$ cat config.mk
export PLATFORM = sky130hd
export DESIGN_NAME = sensor_raw_value_decoder
export DESIGN_NICKNAME = d
export VERILOG_FILES = /design/src/rtl/srvd_pkg.sv /design/src/rtl/sensor_raw_value_decoder.sv /design/src/rtl/srvd_cfg.sv /design/src/rtl/srvd_pipe.sv
export SDC_FILE = /design/constraint.sdc
export NUM_CORES = 1
export LEC_CHECK = 0
export ABC_AREA = 1
export BUFFER_PORTS_ARGS = -buffer_cell sky130_fd_sc_hd__buf_2
export CORE_ASPECT_RATIO = 1.1
export CORE_MARGIN = 2
export CORE_UTILIZATION = 60
export CTS_CLUSTER_DIAMETER = 150
export DETAILED_ROUTE_END_ITERATION = 8
export PLACE_DENSITY = 0.79
export SYNTH_ARGS = -nofsm -noshare
export SYNTH_HDL_FRONTEND = slang
export SYNTH_SLANG_ARGS = --single-unit
$ cat constraint.sdc
create_clock -name i_clk -period 8.5 [get_ports i_clk]
set_clock_uncertainty 0.2 [all_clocks]
set_input_delay 0 -clock i_clk [delete_from_list [all_inputs] [get_ports i_clk]]
set_output_delay 0 -clock i_clk [all_outputs]
set_load 0.05 [all_outputs]
$ cat src/rtl/srvd_pkg.sv
// Shared types, constants and helpers for the sensor raw value decoder.
`default_nettype none

package srvd_pkg;

    localparam int NUM_PORTS = 4;

    localparam int PORT_W  = 2;
    localparam int RAW_W   = 64;
    localparam int VALUE_W = 17;
    localparam int MODE_W  = 5;
    localparam int CHAN_W  = 2;
    localparam int CFG_IDX_W  = 3;
    localparam int CFG_DATA_W = 5;

    // register indexes
    localparam logic [CFG_IDX_W-1:0] REG_MODE_BASE = 3'd0;
    localparam logic [CFG_IDX_W-1:0] REG_CHAN_BASE = 3'd4;

    // sensor modes
    localparam logic [MODE_W-1:0] MODE_NONE     = 5'd0;
    localparam logic [MODE_W-1:0] MODE_TOUCH    = 5'd1;
    localparam logic [MODE_W-1:0] MODE_COL_REF  = 5'd2;
    localparam logic [MODE_W-1:0] MODE_COL_AMB  = 5'd3;
    localparam logic [MODE_W-1:0] MODE_COL_COL  = 5'd4;
    localparam logic [MODE_W-1:0] MODE_US_CM    = 5'd5;
    localparam logic [MODE_W-1:0] MODE_US_MM    = 5'd6;
    localparam logic [MODE_W-1:0] MODE_US_IN    = 5'd7;
    localparam logic [MODE_W-1:0] MODE_GY_ANG   = 5'd8;
    localparam logic [MODE_W-1:0] MODE_GY_RATE  = 5'd9;
    localparam logic [MODE_W-1:0] MODE_GY_TILT  = 5'd10;
    localparam logic [MODE_W-1:0] MODE_IR_PROX  = 5'd11;
    localparam logic [MODE_W-1:0] MODE_IR_SEEK  = 5'd12;
    localparam logic [MODE_W-1:0] MODE_IR_REM   = 5'd13;
    localparam logic [MODE_W-1:0] MODE_L_SEEKER = 5'd14;
    localparam logic [MODE_W-1:0] MODE_L_TEMP_C = 5'd15;
    localparam logic [MODE_W-1:0] MODE_L_TEMP_F = 5'd16;
    localparam logic [MODE_W-1:0] MODE_L_US_CM  = 5'd17;
    localparam logic [MODE_W-1:0] MODE_DIR_DC   = 5'd18;
    localparam logic [MODE_W-1:0] MODE_DIR_AC   = 5'd19;
    localparam logic [MODE_W-1:0] MODE_DIR_DALL = 5'd20;
    localparam logic [MODE_W-1:0] MODE_DIR_AALL = 5'd21;
    localparam logic [MODE_W-1:0] MODE_COMPASS  = 5'd22;

    // x/10 for x < 4096 as (x * DIV10_MUL) >> 16
    localparam logic [12:0] DIV10_MUL = 13'd6554;
    // 9t/5 for t <= 1280 as (t * F_MUL) >> 16
    localparam logic [16:0] F_MUL = 17'd117972;
    localparam logic [VALUE_W-1:0] F_OFFSET = 17'd320;

    typedef struct packed {
        logic [MODE_W-1:0] mode;
        logic [CHAN_W-1:0] chan;
    } t_port_cfg;

    // n * 10 / 15 for a 4-bit fraction of a degree
    function automatic logic [3:0] frac_tenths(input logic [3:0] n);
        logic [3:0] r;
        unique case (n)
            4'd0:  r = 4'd0;
            4'd1:  r = 4'd0;
            4'd2:  r = 4'd1;
            4'd3:  r = 4'd2;
            4'd4:  r = 4'd2;
            4'd5:  r = 4'd3;
            4'd6:  r = 4'd4;
            4'd7:  r = 4'd4;
            4'd8:  r = 4'd5;
            4'd9:  r = 4'd6;
            4'd10: r = 4'd6;
            4'd11: r = 4'd7;
            4'd12: r = 4'd8;
            4'd13: r = 4'd8;
            4'd14: r = 4'd9;
            default: r = 4'd10;
        endcase
        return r;
    endfunction

endpackage

`default_nettype wire

$ cat src/rtl/sensor_raw_value_decoder.sv
// Throughput: one request per cycle while the output is taken, through the
// four-register decode pipeline (capture, term, select, output). An output
// stall holds only the full stages behind it; empty stages still fill.
// Reset: synchronous, active low; clears all modes to none, beacon channels
// to 0 and empties the pipeline. Configuration writes are taken every cycle.
`default_nettype none

module sensor_raw_value_decoder (
    input  wire logic                            i_clk,
    input  wire logic                            i_rst_n,
    input  wire logic                            i_in_valid,
    output logic                                 o_in_ready,
    input  wire logic [srvd_pkg::PORT_W-1:0]     i_port,
    input  wire logic [srvd_pkg::RAW_W-1:0]      i_raw_word,
    output logic                                 o_out_valid,
    input  wire logic                            i_out_ready,
    output logic signed [srvd_pkg::VALUE_W-1:0]  o_value,
    output logic                                 o_no_value,
    input  wire logic                            i_cfg_valid,
    output logic                                 o_cfg_ready,
    input  wire logic [srvd_pkg::CFG_IDX_W-1:0]  i_cfg_index,
    input  wire logic [srvd_pkg::CFG_DATA_W-1:0] i_cfg_data
);
    import srvd_pkg::*;

    t_port_cfg          port_cfg;
    logic [VALUE_W-1:0] value;

    assign o_cfg_ready = 1'b1;

    srvd_cfg u_cfg (
        .i_clk       (i_clk),
        .i_rst_n     (i_rst_n),
        .i_cfg_valid (i_cfg_valid),
        .i_cfg_index (i_cfg_index),
        .i_cfg_data  (i_cfg_data),
        .i_port      (i_port),
        .o_port_cfg  (port_cfg)
    );

    srvd_pipe u_pipe (
        .i_clk       (i_clk),
        .i_rst_n     (i_rst_n),
        .i_in_valid  (i_in_valid),
        .o_in_ready  (o_in_ready),
        .i_raw_word  (i_raw_word),
        .i_port_cfg  (port_cfg),
        .o_out_valid (o_out_valid),
        .i_out_ready (i_out_ready),
        .o_value     (value),
        .o_no_value  (o_no_value)
    );

    assign o_value = $signed(value);

endmodule

`default_nettype wire

$ cat src/rtl/srvd_cfg.sv
// Per-port mode and beacon channel registers with lookup by port.
`default_nettype none

module srvd_cfg (
    input  wire logic                            i_clk,
    input  wire logic                            i_rst_n,
    input  wire logic                            i_cfg_valid,
    input  wire logic [srvd_pkg::CFG_IDX_W-1:0]  i_cfg_index,
    input  wire logic [srvd_pkg::CFG_DATA_W-1:0] i_cfg_data,
    input  wire logic [srvd_pkg::PORT_W-1:0]     i_port,
    output srvd_pkg::t_port_cfg                  o_port_cfg
);
    import srvd_pkg::*;

    logic [MODE_W-1:0] r_mode [NUM_PORTS];
    logic [CHAN_W-1:0] r_chan [NUM_PORTS];

    always_ff @(posedge i_clk) begin
        if (!i_rst_n) begin
            for (int p = 0; p < NUM_PORTS; p++) begin
                r_mode[p] <= MODE_NONE;
                r_chan[p] <= '0;
            end
        end else if (i_cfg_valid) begin
            for (int p = 0; p < NUM_PORTS; p++) begin
                if (i_cfg_index == REG_MODE_BASE + CFG_IDX_W'(p))
                    r_mode[p] <= i_cfg_data[MODE_W-1:0];
                if (i_cfg_index == REG_CHAN_BASE + CFG_IDX_W'(p))
                    r_chan[p] <= i_cfg_data[CHAN_W-1:0];
            end
        end
    end

    // a port that is not fitted reads as no sensor
    always_comb begin
        if (int'(i_port) < NUM_PORTS) begin
            o_port_cfg.mode = r_mode[i_port];
            o_port_cfg.chan = r_chan[i_port];
        end else begin
            o_port_cfg.mode = MODE_NONE;
            o_port_cfg.chan = '0;
        end
    end

endmodule

`default_nettype wire

$ cat src/rtl/srvd_pipe.sv
// Four-register decode pipeline: capture, per-mode terms, select, output.
`default_nettype none

module srvd_pipe (
    input  wire logic                          i_clk,
    input  wire logic                          i_rst_n,
    input  wire logic                          i_in_valid,
    output logic                               o_in_ready,
    input  wire logic [srvd_pkg::RAW_W-1:0]    i_raw_word,
    input  srvd_pkg::t_port_cfg                i_port_cfg,
    output logic                               o_out_valid,
    input  wire logic                          i_out_ready,
    output logic [srvd_pkg::VALUE_W-1:0]       o_value,
    output logic                               o_no_value
);
    import srvd_pkg::*;

    logic en_s1, en_s2, en_s3, en_out;

    // stage 1: capture
    logic              r_s1_valid;
    logic [MODE_W-1:0] r_s1_mode;
    logic [15:0]       r_s1_w16;
    logic [7:0]        r_s1_seek;
    logic [7:0]        r_s1_rem;
    logic [7:0]        n_s1_seek;
    logic [7:0]        n_s1_rem;

    // stage 2: per-mode terms
    logic              r_s2_valid;
    logic [MODE_W-1:0] r_s2_mode;
    logic [15:0]       r_s2_w16;
    logic [7:0]        r_s2_seek;
    logic [7:0]        r_s2_rem;
    logic [8:0]        r_s2_div10;
    logic [10:0]       r_s2_temp;
    logic              r_s2_neg;
    logic [24:0]       n_s2_prod;
    logic [11:0]       n_s2_hmag;
    logic [10:0]       n_s2_temp;

    // stage 3: selection
    logic               r_s3_valid;
    logic [VALUE_W-1:0] r_s3_value;
    logic               r_s3_nv;
    logic               r_s3_is_f;
    logic               r_s3_neg;
    logic [11:0]        r_s3_fq;
    logic [VALUE_W-1:0] n_s3_value;
    logic               n_s3_nv;
    logic [27:0]        n_s3_fprod;
    logic [VALUE_W-1:0] n_s3_ctemp;

    // output
    logic               r_out_valid;
    logic [VALUE_W-1:0] r_out_value;
    logic               r_out_nv;
    logic [VALUE_W-1:0] n_out_value;
    logic [VALUE_W-1:0] n_out_fsigned;

    assign en_out     = !r_out_valid || i_out_ready;
    assign en_s3      = !r_s3_valid || en_out;
    assign en_s2      = !r_s2_valid || en_s3;
    assign en_s1      = !r_s1_valid || en_s2;
    assign o_in_ready = en_s1;

    always_ff @(posedge i_clk) begin
        if (!i_rst_n) begin
            r_s1_valid  <= 1'b0;
            r_s2_valid  <= 1'b0;
            r_s3_valid  <= 1'b0;
            r_out_valid <= 1'b0;
        end else begin
            if (en_s1)  r_s1_valid  <= i_in_valid;
            if (en_s2)  r_s2_valid  <= r_s1_valid;
            if (en_s3)  r_s3_valid  <= r_s2_valid;
            if (en_out) r_out_valid <= r_s3_valid;
        end
    end

    // beacon byte picks: seek strides 16 bits per channel, remote 8
    always_comb begin
        unique case (i_port_cfg.chan)
            2'd0: n_s1_seek = i_raw_word[7:0];
            2'd1: n_s1_seek = i_raw_word[23:16];
            2'd2: n_s1_seek = i_raw_word[39:32];
            default: n_s1_seek = i_raw_word[55:48];
        endcase
        unique case (i_port_cfg.chan)
            2'd0: n_s1_rem = i_raw_word[7:0];
            2'd1: n_s1_rem = i_raw_word[15:8];
            2'd2: n_s1_rem = i_raw_word[23:16];
            default: n_s1_rem = i_raw_word[31:24];
        endcase
    end

    always_ff @(posedge i_clk) begin
        if (en_s1) begin
            r_s1_mode <= i_port_cfg.mode;
            r_s1_w16  <= i_raw_word[15:0];
            r_s1_seek <= n_s1_seek;
            r_s1_rem  <= n_s1_rem;
        end
    end

    // stage 2 terms: distance / 10 and temperature magnitude in tenths
    always_comb begin
        n_s2_prod = {13'd0, r_s1_w16[11:0]} * {12'd0, DIV10_MUL};
        if (r_s1_w16[15])
            n_s2_hmag = {1'b0, r_s1_w16[14:4] ^ 11'h7FF} + 12'd1;
        else
            n_s2_hmag = r_s1_w16[15:4];
        n_s2_temp = 11'({n_s2_hmag[11:4], 3'd0}) + 11'({n_s2_hmag[11:4], 1'b0})
                  + 11'(frac_tenths(n_s2_hmag[3:0]));
    end

    always_ff @(posedge i_clk) begin
        if (en_s2) begin
            r_s2_mode  <= r_s1_mode;
            r_s2_w16   <= r_s1_w16;
            r_s2_seek  <= r_s1_seek;
            r_s2_rem   <= r_s1_rem;
            r_s2_div10 <= n_s2_prod[24:16];
            r_s2_temp  <= n_s2_temp;
            r_s2_neg   <= r_s1_w16[15];
        end
    end

    // stage 3: pick the mode's value
    always_comb begin
        n_s3_fprod = {17'd0, r_s2_temp} * {11'd0, F_MUL};
        n_s3_ctemp = r_s2_neg ? -VALUE_W'(r_s2_temp) : VALUE_W'(r_s2_temp);
        n_s3_nv    = 1'b0;
        n_s3_value = '1;
        unique case (r_s2_mode)
            MODE_TOUCH: begin
                // signed w16 / 256 is 0 for -255..255 and 13 for 3328..3583
                if (r_s2_w16[15:8] == 8'h00 ||
                    (r_s2_w16[15:8] == 8'hFF && r_s2_w16[7:0] != 8'h00))
                    n_s3_value = '0;
                else if (r_s2_w16[15:8] == 8'h0D)
                    n_s3_value = VALUE_W'(1);
                else
                    n_s3_nv = 1'b1;
            end
            MODE_COL_REF, MODE_COL_AMB, MODE_COL_COL,
            MODE_US_MM, MODE_US_IN, MODE_L_US_CM:
                n_s3_value = VALUE_W'(r_s2_w16[11:0]);
            MODE_US_CM:
                n_s3_value = VALUE_W'(r_s2_div10);
            MODE_GY_ANG, MODE_GY_RATE, MODE_GY_TILT: begin
                if (r_s2_w16[15])
                    n_s3_value = VALUE_W'(r_s2_w16[14:0]) - VALUE_W'(16'h7FFF);
                else
                    n_s3_value = VALUE_W'(r_s2_w16);
            end
            MODE_IR_PROX:
                n_s3_value = VALUE_W'(r_s2_w16[7:0]);
            MODE_IR_SEEK: begin
                if (r_s2_seek[7])
                    n_s3_value = VALUE_W'(r_s2_seek[6:0]) - VALUE_W'(8'h7F);
                else
                    n_s3_value = VALUE_W'(r_s2_seek);
            end
            MODE_IR_REM:
                n_s3_value = VALUE_W'(r_s2_rem);
            MODE_L_SEEKER:
                n_s3_value = VALUE_W'(r_s2_w16[3:0]);
            MODE_L_TEMP_C, MODE_L_TEMP_F:
                n_s3_value = n_s3_ctemp;
            MODE_DIR_DC, MODE_DIR_AC, MODE_DIR_DALL, MODE_DIR_AALL:
                n_s3_value = {r_s2_w16[15], r_s2_w16};
            MODE_COMPASS:
                n_s3_value = {r_s2_w16, 1'b0};
            default:
                n_s3_nv = 1'b1;
        endcase
    end

    always_ff @(posedge i_clk) begin
        if (en_s3) begin
            r_s3_value <= n_s3_nv ? '1 : n_s3_value;
            r_s3_nv    <= n_s3_nv;
            r_s3_is_f  <= (r_s2_mode == MODE_L_TEMP_F);
            r_s3_neg   <= r_s2_neg;
            r_s3_fq    <= n_s3_fprod[27:16];
        end
    end

    // Fahrenheit: sign of the truncated 9t/5, then the 32-degree offset
    always_comb begin
        n_out_fsigned = r_s3_neg ? -VALUE_W'(r_s3_fq) : VALUE_W'(r_s3_fq);
        n_out_value   = r_s3_is_f ? n_out_fsigned + F_OFFSET : r_s3_value;
    end

    always_ff @(posedge i_clk) begin
        if (en_out) begin
            r_out_value <= n_out_value;
            r_out_nv    <= r_s3_nv;
        end
    end

    assign o_out_valid = r_out_valid;
    assign o_value     = r_out_value;
    assign o_no_value  = r_out_nv;

endmodule

`default_nettype wire

==> results.cfg, run 1 <==
[status]
status = completed

[sta]
setup_violations = 0
setup_tns_ps = 0
slew_headroom = 0.332
max_freq_ghz = 0.184
min_period_over_period = 0.639
rsz0062_at_grt = no
tightest_slew_ps = 998
maxSlewViolCount = 0
layout_min_cycle_time_ps = 5440
hold_viol = 0

[synth]
synth-seq-cells = 176
netlist_top_cells_count = nand2_1, inv_1, ha_1
synth_top_area_share = 0.336
ys_seq_area_frac = 0.341
synth-main-ff-cell = edfxtp_1
synth_top_cell_by_area = edfxtp_1
synth_area_mm2 = 0.0154
async_reset_ff_frac = 0
synth_edf_count = 172
synth.most_common_cell = nand2_1
synth_warnings = 0
synth_cells = 1722
synth_cell_type_count = 50
avgSynthCellArea_um2 = 8.94
synth_nets = 2096
ys_top_cells_by_area = edfxtp_1, ha_1, fa_1, nand2_1, inv_1

[clocking]
ctsRootBufferMaster = clkbuf_16
clk_path_buf_depth = 2
clock-sinks = 176
clk-insertion-delay-late_ps = 440
cts_tree = yes
htree_levels = 4
clk_pin_slew_ps = 70
cts-resized-gates = 0
cts_made_buffers = 17

[worst_setup_path]
cp_max_fo = 10
arrival_ps = 5430
rrSetupSlack_ps = 3060
regToRegEndpoint = u_pipe.r_s3_fq[10]
reg2reg_depth = 16
path_delay_family = adder cells
required_ps = 8490
critPathMaxStageDelay_ps = 660
path_cells = inv_1 -> ha_1 -> inv_1 -> fa_1 -> fa_1 -> fa_1 -> fa_1 -> inv_1 -> ha_1 -> nand2_1 -> nor2_1 -> nand2_1 -> o21ai_0 -> nand2_1 -> nand3_1 -> nand2_1
worst-setup-path-type = reg -> reg
cp_slowest_cell = edfxtp_1
critPathBufInv = 3
crit-reg2reg-launch = u_pipe.r_s2_temp[9]
cp-end-kind = flop
cp-start-kind = flop

[route]
vias = 12500
wl_per_cell_um = 16.6
finalWirelength_mm = 37.1
dr.pass1.iters = 6
antenna_left = 0
dr.first_iter.drc_count = 1050
drc_errors = 0
vias_per_cell = 5.61

[global_route]
grt_max_degree = 58
grt.met3_usage = 0.0341
use_met1 = 0.336
grt-ovfl-total = 0
grt_pass1_vias = 12600
grt_most_used_layer = met2
antenna_found_initial = 1
grt_first_pass_wirelength_mm = 60.5
grt_use_met2 = 0.524
track_usage = 0.286

[placed_design]
gp_congestion = 0.964
portBuffers = 82
post-dp-hpwl_mm = 27.4

[min_path]
min_path_cells = 4
min_from = i_out_ready
hold_class = in -> reg
holdPathEnd = u_pipe.o_out_valid

[floorplanning]
start_util = 0.609
die_h_um = 172
die_width_um = 157
io_pins = 100
core_area_mm2 = 0.0253
dieArea_mm2 = 0.0269
rows = 61

[run]
cap_viol_max_count = 0

[cells_and_area]
drive_above_1_share = 0.0794
nFillCells = 1859
final_nets = 2249
area_growth_pct = 13.3
[layer usage]
metal  vias up  wire (um)
li1       6027          -
met3       120       1910
met2       554      18900
met4         0       1660
met5         -          0
met1      5830      14500
[through the flow]
stage / setup slack (ps) / std cells / instance area [um2] / hold slack (ps) / utilization
after floorplan: 3770 / 1722 / 15400 / -101 / -
after global placement: 3230 / 2133 / 16100 / -0.0245 / 0.639
after detailed placement: 3190 / 2133 / 16100 / -2.68 / 0.639
after CTS: 3170 / 2234 / 17400 / 82.6 / 0.690
after global routing: 2900 / 2235 / 17400 / 107 / 0.690
final: 3060 / 2235 / 17400 / 119 / 0.690
[cell usage in the layout (no fill, tap or decap), types with 5 or more instances in the layout]
cell type,count
nor2_1,148
nand3b_1,5
nand3_2,10
o211ai_1,13
o22ai_1,9
nor3_1,17
inv_1,313
edfxtp_1,172
inv_2,7
xnor2_1,9
nand4_1,35
ha_1,209
fa_1,86
clkbuf_16,17
a31oi_1,5
a21o_1,9
dlygate4sd3_1,69
buf_2,82
nand2_1,341
o2111ai_1,17
a21oi_1,64
a21boi_0,6
nand3_1,80
o21bai_1,5
o21ai_0,63
xor2_1,36
[layout make-up]
cell class                      instances  area [um2]  share of cell area
Timing Repair Buffer                  154        1120              0.0645
Sequential cell                       176        5250               0.301
Tap cell                              346         433              0.0248
Clock buffer                           18         429              0.0246
Clock inverter                         14         166             0.00955
Antenna cell                            1        2.50            0.000144
Inverter                              320        1200              0.0689
Multi-Input combinational cell       1206        8830               0.507
[sequential cells by signal, indices dropped and copies added (netlist names), 5 cells and up]
| signal | count |
|---|---|
| u_cfg.r_mode | 20 |
| u_pipe.o_value | 17 |
| u_pipe.r_s3_value | 17 |
| u_pipe.r_s1_w16 | 16 |
| u_pipe.r_s2_w16 | 16 |
| u_pipe.r_s3_fq | 12 |
| u_pipe.r_s2_temp | 11 |
| u_pipe.r_s2_div10 | 9 |
| u_cfg.r_chan | 8 |
| u_pipe.r_s1_rem | 8 |
| u_pipe.r_s1_seek | 8 |
| u_pipe.r_s2_rem | 8 |
| u_pipe.r_s2_seek | 8 |
| u_pipe.r_s1_mode | 5 |
| u_pipe.r_s2_mode | 5 |
[cell families (layout without fill, tap and decap cells)]
kind of cell,Yosys count,count (layout),share of synthesized area
buf+inv,340,506,0.0852
fa+ha+maj,295,295,0.282
other cells,1,2,0.000244
simple gates,659,659,0.185
compound gates,206,206,0.0807
xor+xnor,45,45,0.0256
flops,176,176,0.341
[worst min-delay path, stage by stage]
cell     delay [ps]
buf_2            90
nor2_1           90
inv_1           300
a21oi_1         220
[worst max path at each step]
stage	depth (start not counted)	start	endpoint	slack (ps)
final	16	u_pipe.r_s2_temp[9]	u_pipe.r_s3_fq[10]	3060
after global routing	16	u_pipe.r_s2_temp[9]	u_pipe.r_s3_fq[10]	2900
after CTS	16	u_pipe.r_s2_temp[9]	u_pipe.r_s3_fq[10]	3170
after detailed placement	16	u_pipe.r_s2_temp[9]	u_pipe.r_s3_fq[10]	3190
after global placement	16	u_pipe.r_s2_temp[9]	u_pipe.r_s3_fq[10]	3230
after floorplan	16	u_pipe.r_s2_temp[9]	u_pipe.r_s3_fq[6]	3770
[what timing repair did]
item / CTS / global route
endpoints found under the hold margin: 97 / 0
setup buffers: 0 / 0
hold buffers: 69 / 0
Power of run 1 is not shown: default switching activity piles up to over one toggle a cycle in this logic, so the estimate is an artifact.
==> run 2: changes to the inputs <==
clock period = 5.7 ns   (was 8.5 ns; I/O delays follow)
==> run 2 against run 1 <==
  * Hold slack got worse by 31 ps
  * Critical path depth grew 2
  * Worst setup slack worse by 2500 ps
  * Flip-flop and latch count unchanged
  * Global-route usage up 1.6 points
  * Critical endpoint unchanged
  * Highest routed layer unchanged
==> results.cfg, run 2 (synthesized netlist as in run 1, its figures left out) <==
[placed_design]
post-dp-hpwl_mm = 29.0
gp_congestion = 0.930
post-place-cells = 2146
portBuffers = 82

[worst_setup_path]
rrSetupSlack_ps = 610
arrival_ps = 5090
crit-reg2reg-launch = u_pipe.r_s2_temp[2]
reg2reg_depth = 18
cp-end-kind = flop
worst-setup-path-type = reg -> reg
required_ps = 5700
cp_max_fo = 8
regToRegEndpoint = u_pipe.r_s3_fq[10]
cp-start-kind = flop
critPathLaunch = u_pipe.r_s2_temp[2]

[floorplanning]
die_h_um = 172
io_pins = 100
core_area_mm2 = 0.0253
start_util = 0.609
dieArea_mm2 = 0.0269
rows = 61
die_width_um = 157

[min_path]
hold_class = in -> reg
min_from = i_raw_word[3]
holdPathEnd = u_pipe.r_s1_w16[3]
min_path_cells = 2

[clocking]
clk-insertion-delay-late_ps = 440
clk_pin_slew_ps = 70
clock-sinks = 176
ctsRootBufferMaster = clkbuf_16
clk_path_buf_depth = 2
postCtsSetupRepairBufs = 0
cts_tree = yes
cts_made_buffers = 17
htree_levels = 4

[cells_and_area]
nFillCells = 1822
diodes = 0
final_common_cell = nand2_1
final-instance-count-excl-fill = 2246
final_cell_mix = nand2_1, inv_1, ha_1
area_growth_pct = 14.1
largest_register_ffs = 20
final_nets = 2261
top_register = u_cfg.r_mode
drive_above_1_share = 0.0863

[route]
antenna_left = 0
wl_per_cell_um = 17.4
vias = 12700
dr.first_iter.drc_count = 982
drc_errors = 0
finalWirelength_mm = 39.1
vias_per_cell = 5.64
dr.pass1.iters = 8

[global_route]
grt-ovfl-total = 0
grt_pass1_vias = 12900
grt_max_degree = 40
track_usage = 0.301
antenna_found_initial = 0
grt_first_pass_wirelength_mm = 63.0

[sta]
min_period_over_period = 0.893
max_freq_ghz = 0.197
maxSlewViolCount = 0
setup_violations = 0
rsz0062_at_grt = no
setup_tns_ps = 0
slew_headroom = 0.278
tightest_slew_ps = 1080
layout_min_cycle_time_ps = 5090
hold_viol = 0

[status]
status = completed

[run]
cap_viol_max_count = 0
[run 2: through the flow]
step                hold slack [ps]   util  cell area [um2]  setup slack [ps]
global route                   96.5  0.695            17600               254
detailed placement            -4.94  0.643            16200               649
floorplan                      -101      -            15400               974
finish                         88.5  0.695            17600               612
CTS                            70.5  0.695            17600               651
global placement              -2.76  0.643            16200               718
[run 2: layer usage]
metal  track usage  share of wire  up-vias
li1              -              -     6049
met1         0.345           0.38     5885
met2         0.554           0.52      592
met3        0.0401          0.058      136
met4         0.150          0.049        0
met5             0              0        -
[run 2: how the worst max path moves through the flow]
stage | to | slack, ps
after CTS | u_pipe.r_s3_fq[10] | 650
after global routing | u_pipe.r_s3_fq[10] | 250
after floorplan | u_pipe.r_s3_fq[6] | 970
after global placement | u_pipe.r_s3_fq[10] | 720
after detailed placement | u_pipe.r_s3_fq[10] | 650
final | u_pipe.r_s3_fq[10] | 610
[run 2: final cells by class]
class	instances	area (um2)	share of cell area
multi-input cells	1206	8830	0.503
flip-flops and latches	176	5250	0.299
repair buffers	166	1210	0.0690
inverters	320	1200	0.0684
well taps	346	433	0.0247
clock buffers	17	425	0.0242
clock inverters	15	210	0.0120
[run 2: worst max-delay path, stage by stage, from the launching register on]
cell and delay (ps):
edfxtp_1 570, inv_1 200, ha_1 380, ha_1 350
inv_1 70, fa_1 490, inv_1 60, fa_1 500
inv_1 50, fa_1 520, inv_1 40, ha_1 350
nand2_1 120, nor2_1 150, nand2_1 70, o21ai_0 450
nand2_1 150, nand3_1 100, nand2_1 50
[run 2: repair_timing]
action	4_1_cts	5_1_grt
hold buffers	68	0
resized for setup	0	0
endpoints found under the hold margin	95	0
Power of run 2 is left out for the same reason.
==> run 3: changes to the inputs <==
ABC_AREA = unset   (was 1)
SETUP_SLACK_MARGIN = 0.05   (was unset)
clock period = 5.18 ns   (was 5.7 ns; I/O delays follow)
==> run 3 against run 2 <==
  * Non-clock buffer count rose by 44
  * Routed wire length decreased by 7.3%
  * Critical path depth is 3 lower
  * Sequential share of layout area up 0.25 points
  * Die area down 4.0%
  * Maximum frequency is 0.69% higher
  * Via count down 14%
  * Register-to-register slack got worse by 490 ps
  * Worst setup slack worse by 490 ps
  * Global-route usage fell by 2.0 points
  * Count of clock-buffer cells in the layout unchanged
  * Highest routed layer unchanged
==> results.cfg, run 3 <==
[floorplanning]
die_h_um = 169
io_pins = 100
die_width_um = 154
start_util = 0.607
core_area_mm2 = 0.0243
rows = 60
dieArea_mm2 = 0.0259

[worst_setup_path]
cp_max_fo = 4
regToRegEndpoint = u_pipe.r_s3_fq[11]
cp-start-kind = flop
rrSetupSlack_ps = 130
arrival_ps = 5020
critPathLaunch = u_pipe.r_s2_temp[9]
reg2reg_depth = 15
crit-reg2reg-launch = u_pipe.r_s2_temp[9]
endpoint = u_pipe.r_s3_fq[11]
worst-setup-path-type = reg -> reg
required_ps = 5140
cp-end-kind = flop

[clocking]
cts_made_buffers = 17
cts_tree = yes
htree_levels = 4
clk_pin_slew_ps = 70
clk_path_buf_depth = 2
clock-sinks = 176
ctsRootBufferMaster = clkbuf_16
clk-insertion-delay-late_ps = 450

[route]
dr.pass1.iters = 8
finalWirelength_mm = 36.3
dr.first_iter.drc_count = 735
antenna_left = 0
wl_per_cell_um = 19.8
drc_errors = 0
vias_per_cell = 5.97
vias = 10900

[synth]
synth_cell_type_count = 72
synth_area_mm2 = 0.0148
synth_nets = 1693
async_reset_ff_frac = 0
synth-compound-area-share = 0.101
synth_top_cell_by_area = edfxtp_1
synth_edf_count = 172
synth_top_area_share = 0.350
synth-seq-cells = 176
synthXorXnorAreaFrac = 0.0427
avgSynthCellArea_um2 = 11.2
synth_top_family_by_area = adder cells
ys_top_cells_by_area = edfxtp_1, ha_1, fa_1, inv_1, mux4_2
synth.most_common_cell = ha_1
netlist_top_cells_count = ha_1, inv_1, edfxtp_1
yosys.area_share.simple = 0.102
synth_cells = 1319
synth_warnings = 0
synthMuxAreaShare = 0.0430
synth-main-ff-cell = edfxtp_1
synth_fa_ha_area_frac = 0.294
ys_seq_area_frac = 0.355

[placed_design]
place_ws_ps = -29.3
gp_congestion = 0.926
post-place-cells = 1716
post-dp-hpwl_mm = 25.7
portBuffers = 82

[cells_and_area]
final_nets = 1883
final_common_cell = inv_1
final_util = 0.716
area_growth_pct = 18.0
final-instance-count-excl-fill = 1833
drive_above_1_share = 0.170
top_register = u_cfg.r_mode
final_cell_mix = inv_1, ha_1, edfxtp_1
largest_register_ffs = 20

[global_route]
antenna_found_initial = 1
track_usage = 0.281
grt_max_degree = 58
grt-ovfl-total = 0
grt_pass1_vias = 11300
grt_first_pass_wirelength_mm = 57.1

[min_path]
min_from = i_raw_word[9]
hold_class = in -> reg
min_path_cells = 2

[sta]
rsz0062_at_grt = yes
layout_min_cycle_time_ps = 5050
max_freq_ghz = 0.198
hold_viol = 0
min_period_over_period = 0.975
tightest_slew_ps = 1190
setup_tns_ps = 0
setup_violations = 0
maxSlewViolCount = 0
slew_headroom = 0.201
worst_slack_ps = 127

[status]
status = completed

[run]
cap_viol_max_count = 0
-- run 3: cell type report --
type,count,area [um2]
multi-input combinational,900,8840
fill,1664,6910
sequential,176,5250
timing repair buffer,210,1550
inverter,204,766
clock buffer,17,425
tap,310,388
clock inverter,15,194
antenna,1,2.50
-- run 3: kinds of logic (layout without fill, tap and decap cells) --
group	after synthesis	in the layout
other	1	2
AOI/OAI and AO/OA	213	213
xor gates and xnor gates	72	72
buffers and inverters	243	446
DFF	176	176
muxes	34	34
and+or+nand+nor	285	285
adders and majority gates	295	295
-- run 3: worst min path at each step --
stage | slack [ps] | endpoint
2_1_floorplan | -100 | u_pipe.r_s1_w16[0]
3_3_place_gp | -8 | u_pipe.r_s1_w16[10]
3_5_place_dp | -7 | u_pipe.r_s1_w16[9]
4_1_cts | 70 | u_pipe.r_s1_w16[11]
5_1_grt | 100 | u_pipe.r_s1_w16[9]
6_report | 100 | u_pipe.r_s1_w16[9]
-- run 3: timing repair --
action / 4_1_cts / 5_1_grt
endpoints found under the setup margin: 3 / 18
pin swaps: 3 / 19
hold endpoints to repair: 87 / 0
buffers inserted: 3 / 12
resized for setup: 3 / 45
hold buffers: 69 / 0
-- run 3: critical path: stages, from the launching register on --
cell and delay [ps]:
edfxtp_1 470, inv_2 170, ha_4 230, inv_2 60, fa_2 460, fa_1 540, fa_1 440, fa_1 540
inv_1 60, ha_4 240, and3_1 170, a32o_2 290, a31oi_4 220, nand4_1 210, a2111oi_2 400, a211oi_1 90
-- run 3: stage by stage --
stage	instance area [um2]	hold slack [ps]
3_3_place_gp	15700	-8.49
4_1_cts	17100	69.4
5_1_grt	17400	98.6
2_1_floorplan	14800	-101
3_5_place_dp	15700	-6.81
6_report	17400	97.7
-- run 3: metal layers --
| layer | routed length [um] | GRT usage |
|---|---|---|
| met1 | 13600 | 0.320 |
| met2 | 18900 | 0.516 |
| met3 | 1860 | 0.0422 |
| met4 | 1880 | 0.136 |
| met5 | 0 | 0 |
Power of run 3 is left out for the same reason.
